$ cat src/rtl/kmp_pkg.sv
`timescale 1ns / 1ps
// kmp_pkg: shared types for the KMP pattern match counter.
// Controller state encoding and the command/status bundles between ctrl and datapath.
package kmp_pkg;

    typedef enum logic [6:0] {
        S_IDLE  = 7'b0000001,
        S_DISP  = 7'b0000010,
        S_LDCHK = 7'b0000100,
        S_CMP   = 7'b0001000,
        S_FBK   = 7'b0010000,
        S_FIN   = 7'b0100000,
        S_EMIT  = 7'b1000000
    } t_state;

    typedef struct packed {
        logic cap;        // capture the input transaction
        logic restart;    // drop the ready pattern, start a new load
        logic st_wr;      // write pattern byte at current length
        logic fb_wr;      // write fallback entry at current length
        logic fb_inc;     // fallback data is p+1, else zero
        logic len_inc;
        logic p_inc;
        logic p_ld;       // prefix pointer takes the fallback read data
        logic st_rd_p;    // read pattern byte at prefix pointer
        logic st_rd_fb;   // read pattern byte at fallback read data
        logic fb_rd_pm1;  // read fallback entry p-1
        logic fb_rd_lm1;  // full match: read fallback entry len-1, bump count
        logic finish;     // load complete
        logic emit;       // load the result register
    } t_dp_cmd;

    typedef struct packed {
        logic act;
        logic rdy;
        logic last;
        logic len_zero;
        logic len_full;
        logic eq;
        logic p_zero;
        logic last_hit;
        logic hit;
        logic out_free;
    } t_dp_sts;

endpackage

$ cat src/rtl/kmp_pattern_match_counter.sv
`timescale 1ns / 1ps
// kmp_pattern_match_counter: top level, KMP occurrence counter over a byte stream.
// Depends on kmp_pkg, kmp_ctrl, kmp_dp (which uses kmp_ram).
//
// Load the pattern one byte per transaction (action 0), flagging the final byte; up to
// MAX_PATTERN bytes are kept and the rest dropped. The fallback table is built on the fly
// as each pattern byte arrives, and the flagged byte makes the pattern ready and clears the
// match state and count. Each text byte (action 1) gives one result: whether an occurrence
// ends there, overlaps included, and the saturating count since the last load. A text byte
// with no ready pattern gives match_end 0 and the current count. One transaction is worked
// on at a time: a text byte goes through dispatch, the compare/fallback loop (skipped with
// no ready pattern) and emit, where it waits while the previous result is still held in
// the result register; a pattern byte goes through dispatch, a length check and the same
// loop (skipped for the first or a dropped byte), then finish for the flagged byte. KMP
// bounds the fallback steps by the earlier advances. Each step of the compare/fallback
// loop is one registered read of the pattern or fallback memory. The result register
// lets the next transaction in while a result waits.
module kmp_pattern_match_counter #(
    parameter int MAX_PATTERN = 64
) (
    input  logic        i_clk,
    input  logic        i_rst_n,
    input  logic        i_in_valid,
    output logic        o_in_stall,
    input  logic        i_action,
    input  logic [7:0]  i_symbol,
    input  logic        i_last_pattern_byte,
    output logic        o_out_valid,
    input  logic        i_out_stall,
    output logic        o_match_end,
    output logic [31:0] o_match_count
);
    import kmp_pkg::*;

    t_dp_cmd cmd;
    t_dp_sts sts;

    kmp_ctrl u_ctrl (
        .i_clk      (i_clk),
        .i_rst_n    (i_rst_n),
        .i_in_valid (i_in_valid),
        .o_in_stall (o_in_stall),
        .i_sts      (sts),
        .o_cmd      (cmd)
    );

    kmp_dp #(.MAX_PATTERN(MAX_PATTERN)) u_dp (
        .i_clk               (i_clk),
        .i_rst_n             (i_rst_n),
        .i_cmd               (cmd),
        .o_sts               (sts),
        .i_action            (i_action),
        .i_symbol            (i_symbol),
        .i_last_pattern_byte (i_last_pattern_byte),
        .o_out_valid         (o_out_valid),
        .i_out_stall         (i_out_stall),
        .o_match_end         (o_match_end),
        .o_match_count       (o_match_count)
    );
endmodule

$ cat src/rtl/kmp_ram.sv
`timescale 1ns / 1ps
// kmp_ram: generic simple dual-port RAM, one write and one registered read port.
// No dependencies.
module kmp_ram #(
    parameter int WIDTH = 8,
    parameter int DEPTH = 64
) (
    input  logic                                       i_clk,
    input  logic                                       i_we,
    input  logic [((DEPTH > 1) ? $clog2(DEPTH) : 1)-1:0] i_waddr,
    input  logic [WIDTH-1:0]                           i_wdata,
    input  logic                                       i_re,
    input  logic [((DEPTH > 1) ? $clog2(DEPTH) : 1)-1:0] i_raddr,
    output logic [WIDTH-1:0]                           o_rdata
);
    logic [WIDTH-1:0] r_mem [DEPTH];
    logic [WIDTH-1:0] r_rdata;

    always_ff @(posedge i_clk) begin
        if (i_we) begin
            r_mem[i_waddr] <= i_wdata;
        end
        if (i_re) begin
            r_rdata <= r_mem[i_raddr];
        end
    end

    assign o_rdata = r_rdata;
endmodule

$ cat src/rtl/kmp_ctrl.sv
`timescale 1ns / 1ps
// kmp_ctrl: sequencer for pattern load, fallback table build and text matching.
// Depends on kmp_pkg.
module kmp_ctrl (
    input  logic             i_clk,
    input  logic             i_rst_n,
    input  logic             i_in_valid,
    output logic             o_in_stall,
    input  kmp_pkg::t_dp_sts i_sts,
    output kmp_pkg::t_dp_cmd o_cmd
);
    import kmp_pkg::*;

    t_state  r_state;
    t_state  n_state;
    t_dp_cmd cmd;
    t_state  load_done;

    assign load_done  = i_sts.last ? S_FIN : S_IDLE;
    assign o_in_stall = (r_state != S_IDLE);
    assign o_cmd      = cmd;

    always_comb begin
        n_state = r_state;
        cmd     = '0;
        unique case (r_state)
            S_IDLE: begin
                if (i_in_valid) begin
                    cmd.cap = 1'b1;
                    n_state = S_DISP;
                end
            end
            S_DISP: begin
                if (i_sts.act) begin
                    if (i_sts.rdy) begin
                        cmd.st_rd_p = 1'b1;
                        n_state     = S_CMP;
                    end else begin
                        n_state = S_EMIT;
                    end
                end else begin
                    cmd.restart = i_sts.rdy;
                    n_state     = S_LDCHK;
                end
            end
            S_LDCHK: begin
                if (i_sts.len_full) begin
                    n_state = load_done;
                end else if (i_sts.len_zero) begin
                    cmd.st_wr   = 1'b1;
                    cmd.fb_wr   = 1'b1;
                    cmd.len_inc = 1'b1;
                    n_state     = load_done;
                end else begin
                    // new byte goes to store[len]; compare runs against store[k], k < len
                    cmd.st_wr   = 1'b1;
                    cmd.st_rd_p = 1'b1;
                    n_state     = S_CMP;
                end
            end
            S_CMP: begin
                if (i_sts.act) begin
                    if (i_sts.eq && i_sts.last_hit) begin
                        cmd.fb_rd_lm1 = 1'b1;
                        n_state       = S_FBK;
                    end else if (i_sts.eq) begin
                        cmd.p_inc = 1'b1;
                        n_state   = S_EMIT;
                    end else if (!i_sts.p_zero) begin
                        cmd.fb_rd_pm1 = 1'b1;
                        n_state       = S_FBK;
                    end else begin
                        n_state = S_EMIT;
                    end
                end else begin
                    if (i_sts.eq) begin
                        cmd.fb_wr   = 1'b1;
                        cmd.fb_inc  = 1'b1;
                        cmd.p_inc   = 1'b1;
                        cmd.len_inc = 1'b1;
                        n_state     = load_done;
                    end else if (!i_sts.p_zero) begin
                        cmd.fb_rd_pm1 = 1'b1;
                        n_state       = S_FBK;
                    end else begin
                        cmd.fb_wr   = 1'b1;
                        cmd.len_inc = 1'b1;
                        n_state     = load_done;
                    end
                end
            end
            S_FBK: begin
                cmd.p_ld = 1'b1;
                if (i_sts.act && i_sts.hit) begin
                    n_state = S_EMIT;
                end else begin
                    cmd.st_rd_fb = 1'b1;
                    n_state      = S_CMP;
                end
            end
            S_FIN: begin
                cmd.finish = 1'b1;
                n_state    = S_IDLE;
            end
            S_EMIT: begin
                if (i_sts.out_free) begin
                    cmd.emit = 1'b1;
                    n_state  = S_IDLE;
                end
            end
            default: begin
                n_state = S_IDLE;
            end
        endcase
    end

    always_ff @(posedge i_clk) begin
        if (!i_rst_n) begin
            r_state <= S_IDLE;
        end else begin
            r_state <= n_state;
        end
    end
endmodule

$ cat src/rtl/kmp_dp.sv
`timescale 1ns / 1ps
// kmp_dp: datapath with pattern store, fallback table, prefix pointer, count, result register.
// Depends on kmp_pkg and kmp_ram.
module kmp_dp #(
    parameter int MAX_PATTERN = 64
) (
    input  logic             i_clk,
    input  logic             i_rst_n,
    input  kmp_pkg::t_dp_cmd i_cmd,
    output kmp_pkg::t_dp_sts o_sts,
    input  logic             i_action,
    input  logic [7:0]       i_symbol,
    input  logic             i_last_pattern_byte,
    output logic             o_out_valid,
    input  logic             i_out_stall,
    output logic             o_match_end,
    output logic [31:0]      o_match_count
);
    import kmp_pkg::*;

    localparam int IW = (MAX_PATTERN > 1) ? $clog2(MAX_PATTERN) : 1;
    localparam int LW = $clog2(MAX_PATTERN + 1);

    logic          r_act, r_last, r_hit, r_rdy, r_out_valid, r_out_match;
    logic [7:0]    r_sym;
    logic [LW-1:0] r_len, r_p;
    logic [31:0]   r_cnt, r_out_count;

    logic          n_hit, n_rdy, n_out_valid;
    logic [LW-1:0] n_len, n_p;
    logic [31:0]   n_cnt;

    logic [LW-1:0] p_plus1, p_m1, len_m1;
    logic [7:0]    st_rdata;
    logic [IW-1:0] fb_rdata, st_raddr, fb_raddr, fb_wdata;
    logic          out_free;

    assign p_plus1  = r_p + LW'(1);
    assign p_m1     = r_p - LW'(1);
    assign len_m1   = r_len - LW'(1);
    assign out_free = !r_out_valid || !i_out_stall;

    assign st_raddr = i_cmd.st_rd_fb ? fb_rdata : r_p[IW-1:0];
    assign fb_raddr = i_cmd.fb_rd_lm1 ? len_m1[IW-1:0] : p_m1[IW-1:0];
    assign fb_wdata = i_cmd.fb_inc ? p_plus1[IW-1:0] : '0;

    kmp_ram #(.WIDTH(8), .DEPTH(MAX_PATTERN)) u_pat (
        .i_clk   (i_clk),
        .i_we    (i_cmd.st_wr),
        .i_waddr (r_len[IW-1:0]),
        .i_wdata (r_sym),
        .i_re    (i_cmd.st_rd_p | i_cmd.st_rd_fb),
        .i_raddr (st_raddr),
        .o_rdata (st_rdata)
    );

    kmp_ram #(.WIDTH(IW), .DEPTH(MAX_PATTERN)) u_fb (
        .i_clk   (i_clk),
        .i_we    (i_cmd.fb_wr),
        .i_waddr (r_len[IW-1:0]),
        .i_wdata (fb_wdata),
        .i_re    (i_cmd.fb_rd_pm1 | i_cmd.fb_rd_lm1),
        .i_raddr (fb_raddr),
        .o_rdata (fb_rdata)
    );

    always_comb begin
        n_p = r_p;
        if (i_cmd.restart || i_cmd.finish) begin
            n_p = '0;
        end else if (i_cmd.p_ld) begin
            n_p = LW'(fb_rdata);
        end else if (i_cmd.p_inc) begin
            n_p = p_plus1;
        end

        n_len = r_len;
        if (i_cmd.restart) begin
            n_len = '0;
        end else if (i_cmd.len_inc) begin
            n_len = r_len + LW'(1);
        end

        n_rdy = r_rdy;
        if (i_cmd.restart) begin
            n_rdy = 1'b0;
        end else if (i_cmd.finish) begin
            n_rdy = 1'b1;
        end

        n_cnt = r_cnt;
        if (i_cmd.finish) begin
            n_cnt = '0;
        end else if (i_cmd.fb_rd_lm1 && (r_cnt != '1)) begin
            n_cnt = r_cnt + 32'd1;
        end

        n_hit = r_hit;
        if (i_cmd.cap) begin
            n_hit = 1'b0;
        end else if (i_cmd.fb_rd_lm1) begin
            n_hit = 1'b1;
        end

        n_out_valid = r_out_valid;
        if (i_cmd.emit) begin
            n_out_valid = 1'b1;
        end else if (!i_out_stall) begin
            n_out_valid = 1'b0;
        end
    end

    always_ff @(posedge i_clk) begin
        if (!i_rst_n) begin
            r_len       <= '0;
            r_p         <= '0;
            r_rdy       <= 1'b0;
            r_cnt       <= '0;
            r_hit       <= 1'b0;
            r_out_valid <= 1'b0;
        end else begin
            r_len       <= n_len;
            r_p         <= n_p;
            r_rdy       <= n_rdy;
            r_cnt       <= n_cnt;
            r_hit       <= n_hit;
            r_out_valid <= n_out_valid;
        end
    end

    always_ff @(posedge i_clk) begin
        if (i_cmd.cap) begin
            r_act  <= i_action;
            r_sym  <= i_symbol;
            r_last <= i_last_pattern_byte;
        end
        if (i_cmd.emit) begin
            r_out_match <= r_hit;
            r_out_count <= r_cnt;
        end
    end

    assign o_sts.act      = r_act;
    assign o_sts.rdy      = r_rdy;
    assign o_sts.last     = r_last;
    assign o_sts.len_zero = (r_len == '0);
    assign o_sts.len_full = (r_len == LW'(MAX_PATTERN));
    assign o_sts.eq       = (st_rdata == r_sym);
    assign o_sts.p_zero   = (r_p == '0);
    assign o_sts.last_hit = (p_plus1 == r_len);
    assign o_sts.hit      = r_hit;
    assign o_sts.out_free = out_free;

    assign o_out_valid   = r_out_valid;
    assign o_match_end   = r_out_match;
    assign o_match_count = r_out_count;
endmodule

$ cat config.mk
export PLATFORM = sky130hd
export DESIGN_NAME = kmp_pattern_match_counter
export DESIGN_NICKNAME = d
export VERILOG_FILES = /design/src/rtl/kmp_pkg.sv /design/src/rtl/kmp_pattern_match_counter.sv /design/src/rtl/kmp_ram.sv /design/src/rtl/kmp_ctrl.sv /design/src/rtl/kmp_dp.sv
export SDC_FILE = /design/constraint.sdc
export NUM_CORES = 1
export LEC_CHECK = 0
export BUFFER_PORTS_ARGS = -buffer_cell sky130_fd_sc_hd__buf_2
export CORE_MARGIN = 2
export CORE_UTILIZATION = 42
export DETAILED_ROUTE_END_ITERATION = 8
export GPL_TIMING_DRIVEN = 0
export SYNTH_ARGS = -nofsm -noshare
export SYNTH_HDL_FRONTEND = slang
export SYNTH_HIERARCHICAL = 1
export SYNTH_SLANG_ARGS = --single-unit
$ cat constraint.sdc
create_clock -name i_clk -period 7.8 [get_ports i_clk]
set_clock_uncertainty 0.1 [all_clocks]
set_input_delay 1.56 -clock i_clk [delete_from_list [all_inputs] [get_ports i_clk]]
set_output_delay 1.56 -clock i_clk [all_outputs]
set_load 0.03 [all_outputs]
==> results.md, run 1 <==
- Syn Inst Count: around 2.2k
- Placed cell area: between 40,000 and 50,000 sq um
- Worst Path Max Fanout: 10
- HP Start: u_dp/r_hit
- Die width: about 310 um
- Clk pin slew, worst setup/hold paths: approximately 0.060 ns
- Wire per inst: between 20 and 30 um
- Number of synthesized flops with an enable pin: 953
- Sum Neg Setup Slack: 0 ns
- Resized cells post-CTS: 0
- Synth Register Bits: around 1.0k
- Number of warnings issued by yosys: 6
- Largest net degree at the start of global routing: 47
- Slew Viols, Final: 0
- Data arrival, critical path: roughly 6.6 ns
- VDD IR max: slightly above 0.2 mV
- Final WL: roughly 100,000 um
- Worst hold path class: flip-flop to flip-flop
- Post-DP HPWL: ~66,000 um
- Synth area leaders: edfxtp_1 71%, mux4_2 12%, dfxtp_1 2.8%
- Commonest non-fill, non-tap cells in the layout: 953 x edfxtp_1, 213 x mux4_2, 190 x nor2_1, 106 x clkbuf_16, 78 x clkbuf_1
- CTS root buffer: clkbuf_16
- Num CTS Buffers: roughly 100
- Number of top-level pins: 49
- DIE HEIGHT: about 310 um
- H-tree depth: 3
- Area grow syn2layout: 14.5%
- CTS sink count: a little over 1k
- Remaining global-route overflow: 0
- Max Cap Viol: 0
- Vias in the first global route: 21.5k
- RSZ-0062 raised after global routing: false
- Req. time, crit path: 8.23 ns
- Initial antenna violation count: 0
- Final Cell Area: roughly 46,000 sq um
- Synth Area per Inst: 18.7 sq um
- Global-route wire length before repair: 145,000 um
- Vias: ~21k
- Skew-Pair Late Insertion Delay: 0.70 ns
- Drt pass-1 iters: 6
- CTS max path bufs: 3
- Status: complete, no violations
- # rows: 113
- Post-CTS Setup Inserts: 0
- Via density: around 5.8
- Syn Nets: about 2.2k
- Final core occ: 0.486
- Commonest non-fill, non-tap cell in the layout: edfxtp_1
- Antenna-violating nets left: 0
- Synthesized area: ~40,000 sq um
- Power per cell area: between 200 and 250 nW/um^2
- Final nets: 2,361
- IO Port Bufs: 48
- Share of layout cells above drive strength 1: 0.229
- CP Class: flip-flop to flip-flop
- Reg-to-reg startpoint: u_dp/r_p[0]
- Yosys top cell area share: 0.708
- Yosys cell types: 76
- # setup viols final: 0
- Register area share after synthesis: 0.736
- TritonCTS clock tree: built
- Fin crit share: 0.796
- Gr usage total: 0.202
- Post-route DRC: 0
- Slew headroom: 0.0846
- Hold Fails Final Rpt: 0
- Ys async rst share: 0
- Post-CTS Hold Fix Bufs: 0
- GP Congestion: 0.866
- Leakage: about 14 nW
- Die Area: 98,700 sq um
- Antenna cells: 0
- Top FF cell, synth: edfxtp_1
- Starting Density: 0.425
- Critical Path End Type: flip-flop
- Synth area leader: edfxtp_1
- Fin crit period: 6.21 ns
- Worst-Margin Slew: 1.36 ns
- Startpoint types: flip-flop
- Core Area: 95,200 sq um
- Drt initial violations: approximately 2.4k
- Crit. Startpoint: u_dp/r_p[0]
- Max Clk Rate: 161 MHz
registers in the layout (all words and copies together), names as in the netlist:
register,flops
u_dp/u_fb/r_mem,384
u_dp/u_pat/r_mem,512
u_dp/u_fb/o_rdata,6
u_dp/o_match_end,1
u_dp/o_out_valid,1
u_dp/r_p,7
u_dp/r_cnt,32
u_dp/r_hit,1
u_dp/r_sym,8
u_dp/r_last,1
u_dp/u_pat/o_rdata,8
u_ctrl/r_state,7
u_dp/r_act,1
u_dp/r_len,7
u_dp/o_match_count,32
u_dp/r_rdy,1
power breakdown:
part           switching [mW]  internal [mW]
Clock                    2.07           2.80
Sequential             0.0202           5.91
Combinational          0.0867         0.0498
path summary, 6_finish.rpt:
| kind | to | slack [ns] | cells after the start |
|---|---|---|---|
| setup / recovery | u_dp/u_fb/o_rdata[5] | 1.59 | 18 |
| hold / removal | u_dp/o_match_end | 0.34 | 0 |
| setup reg to reg | u_dp/u_fb/o_rdata[5] | 1.59 | 18 |
| hold reg to reg | u_dp/o_match_end | 0.34 | 0 |
critical path: stages (launching register included):
cell and delay (ns):
dfxtp_1 0.34, clkbuf_1 0.41, and3_1 0.27, and3_1 0.21, xnor2_1 0.25, xnor2_1 0.11
nor4_1 0.63, nand2_1 0.11, nor2_1 0.11, buf_2 0.24, mux2i_1 0.36, ha_1 0.29
inv_1 0.05, clkbuf_1 0.41, clkbuf_1 0.83, mux4_2 0.40, mux2i_1 0.08, a211oi_1 0.59
a32o_1 0.26
kinds of logic (layout without fill, tap and decap cells):
| family | count (synthesis) | in the layout | synth area share |
|---|---|---|---|
| adders and majority gates | 6 | 6 | 0.00186 |
| muxes | 292 | 292 | 0.141 |
| and+or+nand+nor | 488 | 488 | 0.0595 |
| AOI/OAI and AO/OA | 192 | 192 | 0.0336 |
| xor gates and xnor gates | 38 | 38 | 0.00823 |
| DFF | 1009 | 1009 | 0.736 |
| buffers and inverters | 139 | 405 | 0.0198 |
final cells by class:
class,count,area (sq um)
Buffer,122,737
Clock buffer,134,2790
Fill cell,7814,48900
Clock inverter,61,596
Multi-Input combinational cell,1016,9940
Inverter,17,63.8
Sequential cell,1009,29700
Timing Repair Buffer,71,828
Tap cell,1265,1580
stage by stage:
step	setup slack [ns]	cells	total power [mW]	hold WS (ns)
after floorplan	3.43	2164	6.09	0.331
after global placement	0.214	3477	6.14	0.350
after detailed placement	1.68	3500	6.18	0.365
after CTS	1.64	3695	11.0	0.346
after global routing	1.22	3695	11.3	0.369
final	1.59	3695	10.9	0.344
cells in the mapped netlist (7+ instances only):
cell type	instances
edfxtp_1	953
mux4_2	213
nor2_1	191
nand2_1	73
dfxtp_1	56
clkbuf_1	53
mux2i_1	47
a21oi_1	41
nand3_1	37
nor2b_1	32
buf_2	27
o21ai_0	27
mux2_2	26
nor3_1	23
xnor2_1	22
buf_4	21
o22ai_1	20
or3_1	20
nand2b_1	19
inv_1	17
nand4_1	17
o221ai_1	17
xor2_1	16
and3_1	13
buf_6	12
a211oi_1	11
and2_1	10
a221oi_1	9
nand3b_1	8
o21ai_1	8
or4_1	8
nor4_1	7
o211ai_1	7
per-layer routing:
layer / wire [um] / up-vias / track usage
met5: 0 / - / 0
met4: 3090 / 0 / 0.0670
met3: 7470 / 184 / 0.0379
met2: 47900 / 897 / 0.324
met1: 40700 / 11254 / 0.279
li1: - / 9154 / -
Note: power is estimated with default switching activity, not from simulation.
==> inputs of run 2 (changes only) <==
--- a/config.mk
+++ b/config.mk
@@ -5,6 +5,7 @@
 export SDC_FILE = /design/constraint.sdc
 export NUM_CORES = 1
 export LEC_CHECK = 0
+export ABC_AREA = 1
 export BUFFER_PORTS_ARGS = -buffer_cell sky130_fd_sc_hd__buf_2
 export CORE_MARGIN = 2
 export CORE_UTILIZATION = 42
==> constraint.sdc (replaced) <==
create_clock -name i_clk -period 5.8 [get_ports i_clk]
set_clock_uncertainty 0.1 [all_clocks]
set_input_delay 1.16 -clock i_clk [delete_from_list [all_inputs] [get_ports i_clk]]
set_output_delay 1.16 -clock i_clk [all_outputs]
set_load 0.03 [all_outputs]
==> run 2 against run 1 <==
Compared with the run above: critical endpoint is now u_dp/u_fb/o_rdata[4]; non-clock buffer count grew 117; synthesized cell count rose by 79%; clock power grew 38%; sequential share of layout area fell by 3.5 points; critical path depth rose by 4; largest cell class unchanged.
==> results.md, run 2 <==
- RSZ-0062 raised after global routing: false
- Number of warnings issued by yosys: 6
- Register area share after synthesis: 0.697
- Synth Area in Compound Gates: 0.00915
- Synth Register Bits: between 1k and 1.5k
- Worst-Margin Slew: 1.19 ns
- Clk pin slew, worst setup/hold paths: roughly 0.060 ns
- Synth Area per Inst: 11.0 sq um
- Wire per inst: ~23 um
- Antenna cells: 0
- Req. time, crit path: around 6.2 ns
- Hold path depth: 0
- Largest net degree at the start of global routing: 38
- Skew-Pair Late Insertion Delay: 0.68 ns
- Fin crit period: about 5.5 ns
- Met3 Usage GRT: 0.0367
- Remaining global-route overflow: 0
- Slew Viols, Final: 0
- Final nets: 4,085
- Final core occ: 0.488
- Number of synthesized flops with an enable pin: around 950
- Drt pass-1 iters: 6
- Fin crit share: 0.941
- Buffers and inverters on the worst path: 7
- Max Cap Viol: 0
- Gr usage total: 0.238
- Post-DP HPWL: approximately 87,000 um
- Area grow syn2layout: 14.8%
- Dpl ws: -0.835 ns
- Commonest cells in the netlist: 1,295 x nand2_1, 953 x edfxtp_1, 818 x nand3_1
- Post-CTS Hold Fix Bufs: 0
- Count leader, synth: nand2_1
- Commonest non-fill, non-tap cells in the layout: 1,295 x nand2_1, 953 x edfxtp_1, 818 x nand3_1, 227 x nor2_1, 134 x buf_2
- Via density: 5.43
- Post-synthesis mux area share: 0
- GP Congestion: approximately 0.96
- Synth area leader: edfxtp_1
- Core Area: 100,000 sq um
- Critical Path End Type: flip-flop
- Post-synthesis adder-cell area fraction: 0.00176
- Status: complete, no violations
- Share of layout cells above drive strength 1: 0.116
- Commonest non-fill, non-tap cell in the layout: nand2_1
- Worst R2R Path Depth: 22
- TritonCTS clock tree: built
- Antenna-violating nets left: 0
- DIE HEIGHT: around 320 um
- Num CTS Buffers: 101
- CTS sink count: between 1k and 1.5k
- VDD IR max: about 0.26 mV
- Post-route DRC: 0
- Grt peak-use layer: met2
- Met2 usage: 0.387
- Number of top-level pins: just under 50
- Top register by number of flip-flops: u_dp/u_pat/r_mem
- Initial antenna violation count: 0
- Top FF cell, synth: edfxtp_1
- Post-synthesis xor/xnor area fraction: 0.00349
- Vias: about 30k
- Hold Fails Final Rpt: 0
- Worst hold path class: flip-flop to flip-flop
- Final WL: between 100,000 and 150,000 um
- Hold EP: u_dp/o_match_end
- Ys async rst share: 0
- Top cell family by delay on the critical path: simple AND/OR/NAND/NOR gates
- Vias in the first global route: between 20k and 30k
- HP Start: u_dp/r_hit
- # rows: approximately 120
- Global-route wire length before repair: approximately 180,000 um
- Synthesized area: 42,700 sq um
- Largest family of logic cells by synthesized area: simple AND/OR/NAND/NOR gates
- Crit-path cells: buf_8 -> buf_16 -> buf_8 -> xnor2_1 -> nand4_1 -> nor2_4 -> nand3_1 -> nor2_2 -> buf_2 -> nand2_1 -> o21ai_1 -> ha_1 -> xnor2_1 -> inv_1 -> buf_2 -> buf_2 -> nand3_1 -> nand2_1 -> nand2_1 -> nand3_1 -> nand3_1 -> nand2_1
- Final Non-Filler Cells: about 5.5k
- Synth area leaders: edfxtp_1 67%, nand2_1 11%, nand3_1 9.6%
- Placed instance count: about 5.3k
- Power per cell area: 304 nW/um^2
- Post-synthesis simple-gate area fraction: 0.247
- Sum Neg Setup Slack: 0 ns
- Worst R2R Setup Slack: roughly 0.34 ns
- CTS max path bufs: 3
- IO Port Bufs: between 40 and 50
- Max Clk Rate: around 180 MHz
- Largest registers: u_dp/u_pat/r_mem (512), u_dp/u_fb/r_mem (384)
- Worst path slowest cell: edfxtp_1
- Reg-to-reg startpoint: u_dp/r_sym[6]
- Yosys cell types: 40
- Yosys top cell area share: 0.671
- Leakage: ~18 nW
- # setup viols final: 0
- Startpoint types: flip-flop
- Final worst slack: 0.341 ns
- Slew headroom: 0.203
- Max reg flops: around 500
- Die width: ~320 um
- Starting Density: 0.425
- Drt initial violations: 3,317
- Max stage delay on crit path: approximately 0.48 ns
- H-tree depth: 3
- R2R Path End: u_dp/u_fb/o_rdata[4]
- Met1 usage in global routing: 0.324
- Die Area: around 100,000 sq um
- Syn Nets: between 3k and 4k
- Syn Inst Count: just under 4k
- CP Class: flip-flop to flip-flop
- Worst Path Max Fanout: 18
- Data arrival, critical path: between 5 and 6 ns
- CTS root buffer: clkbuf_16
[run 2: area by class of cell]
cell class	count	area (sq um)
inverter	101	387
tap	1357	1700
timing repair buffer	94	1050
multi-input combinational	2542	11300
clock inverter	57	691
fill	9065	51500
buffer	216	1390
clock buffer	127	2700
sequential	1009	29700
[run 2: logic make-up after synthesis]
family                     after synthesis
DFF                                   1009
xor gates and xnor gates                17
adders and majority gates                6
AOI/OAI and AO/OA                       73
buffers and inverters                  317
and+or+nand+nor                       2446
[run 2: power breakdown]
group          internal (mW)  switching [mW]  total, mW  leakage, nW
logic                 0.0746           0.141      0.215         6.75
clock network           3.96            2.75       6.71         1.66
registers               7.95          0.0135       7.96         9.80
[run 2: per-layer routing]
| layer | share of wire | routed length, um |
|---|---|---|
| met5 | 0 | 0 |
| met4 | 0.038 | 4700 |
| met3 | 0.076 | 9560 |
| met2 | 0.47 | 58800 |
| met1 | 0.42 | 51900 |
[run 2: worst register-to-register path, stage by stage (launching register included)]
cell and delay (ns):
edfxtp_1 0.48, buf_8 0.21, buf_16 0.16, buf_8 0.16
xnor2_1 0.16, nand4_1 0.19, nor2_4 0.37, nand3_1 0.15
nor2_2 0.33, buf_2 0.34, nand2_1 0.09, o21ai_1 0.37
ha_1 0.30, xnor2_1 0.19, inv_1 0.14, buf_2 0.32
buf_2 0.43, nand3_1 0.25, nand2_1 0.14, nand2_1 0.05
nand3_1 0.10, nand3_1 0.08, nand2_1 0.17
[run 2: through the flow]
stage	power (mW)	cell area [sq um]	hold slack, ns
final	14.9	49000	0.370
after global routing	15.3	49000	0.391
after CTS	15.0	48900	0.375
after detailed placement	8.33	45500	0.361
after global placement	8.27	44600	0.370
after floorplan	8.19	42700	0.332
[run 2: how the worst max path moves through the flow]
stage / from / end / slack [ns] / cells past startpoint
finish: u_dp/r_sym[6] / u_dp/u_fb/o_rdata[4] / 0.34 / 22
global route: u_dp/r_p[0] / u_dp/u_fb/o_rdata[0] / 0.01 / 23
CTS: u_dp/r_sym[7] / u_dp/u_fb/o_rdata[3] / 0.06 / 19
detailed placement: u_dp/r_sym[6] / u_dp/u_fb/o_rdata[3] / -0.83 / 22
global placement: u_dp/r_sym[3] / u_dp/u_fb/r_mem[25][4] / -3.79 / 7
floorplan: u_dp/r_sym[4] / u_dp/u_fb/r_mem[0][3] / 1.24 / 7
[run 2: repair_timing]
| action | in CTS | in global routing |
|---|---|---|
| resized for setup | 2 | 12 |
| setup endpoints to repair | 243 | 78 |
| buffers inserted | 5 | 2 |
==> inputs of run 3 (changes only) <==
--- a/config.mk
+++ b/config.mk
@@ -13,5 +13,4 @@
 export GPL_TIMING_DRIVEN = 0
 export SYNTH_ARGS = -nofsm -noshare
 export SYNTH_HDL_FRONTEND = slang
-export SYNTH_HIERARCHICAL = 1
 export SYNTH_SLANG_ARGS = --single-unit
==> run 3 against run 2 <==
Compared with the run above: the run now ends with max-capacitance violations, max-slew violations left; synthesized cell count decreased by 1.2%; register-to-register slack got worse by 0.06 ns; design area about the same; setup slack got worse by 0.061 ns; global-route usage increased by 2.6 points; wire length increased by 11%; clock power increased by 3.3%; critical path depth decreased by 1; critical path type unchanged.
==> results.md, run 3 <==
- Synth area leader: edfxtp_1
- Sequential Area: about 30,000 sq um
- GP Congestion: roughly 0.98
- Via density: 5.69
- Antenna cells: 0
- Top FF cell, synth: edfxtp_1
- Leakage: approximately 17 nW
- Startpoint types: flip-flop
- Worst path slowest cell: edfxtp_1
- H-tree depth: 3
- CP dominant cell by count: nand3_1
- Reg-to-reg startpoint: u_dp.r_sym[4]
- Met1 usage in global routing: 0.360
- Max Cap Viol: 5
- Grt peak-use layer: met2
- Max Clk Rate: about 180 MHz
- Largest net degree at the start of global routing: 39
- Failing checks: max-capacitance violations, max-slew violations
- Drt pass-1 iters: 6
- Power per cell area: between 300 and 400 nW/um^2
- Top register by number of flip-flops: u_dp.u_pat.r_mem
- Fin crit period: between 5 and 6 ns
- Post-synthesis simple-gate area fraction: 0.163
- Top cell family by delay on the critical path: simple AND/OR/NAND/NOR gates
- Final worst slack: around 0.28 ns
- Largest family of logic cells by synthesized area: simple AND/OR/NAND/NOR gates
- Worst Path Max Fanout: 15
- Crit-path cells: buf_16 -> xnor2_1 -> nand2_1 -> nor2_1 -> nand2_1 -> nor2_4 -> nand4_4 -> nand2_2 -> nand2_2 -> buf_4 -> buf_2 -> ha_1 -> clkinv_1 -> clkbuf_2 -> clkbuf_2 -> nand3_1 -> nand3_1 -> nand3_1 -> nand3_1 -> nand3_1 -> nand2_1
- Largest registers: u_dp.u_pat.r_mem (512), u_dp.u_fb.r_mem (384)
- Global-route wire length before repair: between 150,000 and 200,000 um
- Synthesized area: approximately 43,000 sq um
- Ys async rst share: 0
- Placed cell area: between 40,000 and 50,000 sq um
- Final Power: ~16 mW
- Number of top-level pins: 49
- Buffers and inverters on the worst path: 6
- Commonest non-fill, non-tap cells in the layout: 953 x edfxtp_1, 579 x nand2_1, 459 x nand3_1, 438 x nor2_1, 420 x inv_1
- Slew headroom: -0.0542
- Hold Fails Final Rpt: 0
- Vias: between 30k and 40k
- CTS sink count: 1,009
- HP Start: u_dp.r_cnt[15]
- CTS root buffer: clkbuf_16
- Crit. Startpoint: u_dp.r_sym[4]
- Post-synthesis adder-cell area fraction: 0.00176
- CP Class: flip-flop to flip-flop
- Syn Inst Count: 3,823
- Synth Area per Inst: 11.2 sq um
- VDD IR max: 0.293 mV
- Post-DP HPWL: between 90,000 and 100,000 um
- Status: finished with violations
- # rows: ~120
- Syn Nets: approximately 3.8k
- Die width: roughly 320 um
- Worst hold path class: flip-flop to flip-flop
- Post-CTS Hold Fix Bufs: 0
- Share of layout cells above drive strength 1: 0.0862
- Final Cell Area: just under 50,000 sq um
- Skew-Pair Late Insertion Delay: 0.70 ns
- Post-route DRC: 0
- Fillers: roughly 9.1k
- Area grow syn2layout: 14.6%
- Worst-Margin Slew: about 1.6 ns
- Post-synthesis xor/xnor area fraction: 0.00384
- Vias in the first global route: between 20k and 30k
- Met3 Usage GRT: 0.0610
- IO Port Bufs: 48
- Critical Path End Type: flip-flop
- Count leader, synth: edfxtp_1
- Synth Register Bits: a little over 1k
- Clk pin slew, worst setup/hold paths: around 0.060 ns
- Core Area: between 100,000 and 150,000 sq um
- Worst R2R Setup Slack: approximately 0.28 ns
- Final WL: ~140,000 um
- TritonCTS clock tree: built
- Final nets: a little over 4k
- Number of synthesized flops with an enable pin: 953
- Commonest cells in the netlist: 953 x edfxtp_1, 579 x nand2_1, 459 x nand3_1
- Starting Density: 0.425
- Synth Area in Compound Gates: 0.0763
- RSZ-0062 raised after global routing: false
- Yosys top cell area share: 0.670
- Fin crit share: 0.952
- Register area share after synthesis: 0.696
- Data arrival, critical path: around 5.9 ns
- Met2 usage: 0.413
- Synth area leaders: edfxtp_1 67%, nand3_1 5.4%, nand2_1 5.1%
- CTS max path bufs: 3
- Post-synthesis mux area share: 0
- DIE HEIGHT: 323 um
- # setup viols final: 0
- Slew Viols, Final: 36
- Max stage delay on crit path: ~0.61 ns
- Remaining global-route overflow: 0
- Yosys cell types: between 40 and 50
- Req. time, crit path: 6.14 ns
- Commonest non-fill, non-tap cell in the layout: edfxtp_1
- Drt initial violations: between 4k and 5k
- Wire per inst: ~26 um
- Gr usage total: 0.264
- Dpl ws: -0.441 ns
- Number of warnings issued by yosys: 0
- Antenna-violating nets left: 0
- Die Area: ~100,000 sq um
- Multi-input logic area: roughly 11,000 sq um
- Max reg flops: between 500 and 600
- Initial antenna violation count: 0
- Num CTS Buffers: just over 100
-- run 3: logic make-up after synthesis --
group / after synthesis
AOI/OAI and AO/OA: 546
xor gates and xnor gates: 17
adders and majority gates: 6
buffers and inverters: 648
DFF: 1009
and+or+nand+nor: 1597
-- run 3: final timing paths --
kind / end / depth (start not counted)
max: u_dp.u_fb.o_rdata[1] / 21
min: u_dp.o_match_count[15] / 0
max reg2reg: u_dp.u_fb.o_rdata[1] / 21
min reg2reg: u_dp.o_match_count[15] / 0
-- run 3: repair_timing --
action	4_1_cts	5_1_grt
setup buffers	2	0
setup endpoints to repair	6	6
gates resized for setup	6	5
-- run 3: cell type report --
cell class                 instances  share of cell area
buffer                           212              0.0186
clock buffer                     121              0.0549
clock inverter                    71              0.0162
inverter                         435              0.0333
multi-input combinational       2166               0.215
sequential                      1009               0.607
tap                             1357              0.0347
timing repair buffer              79              0.0204
-- run 3: per-layer routing --
metal  up-vias  share of wire
li1      13723              -
met1     15194           0.40
met2      1803           0.45
met3       287           0.11
met4         0          0.037
met5         -              0
-- run 3: report_power, final --
| part | internal (mW) | switching (mW) | leakage, nW |
|---|---|---|---|
| logic | 0.205 | 0.365 | 5.78 |
| clock network | 4.03 | 2.90 | 1.69 |
| registers | 8.14 | 0.0518 | 9.72 |
-- run 3: metrics by stage --
step           hold WS [ns]  TNS [ns]  utilization  std cells
5_1_grt               0.376         0        0.488       5450
6_report              0.359         0        0.488       5450
2_1_floorplan         0.325         0            -       3823
4_1_cts               0.363         0        0.487       5451
3_3_place_gp          0.348   -921.29        0.445       5228
3_5_place_dp          0.346     -2.40        0.453       5257
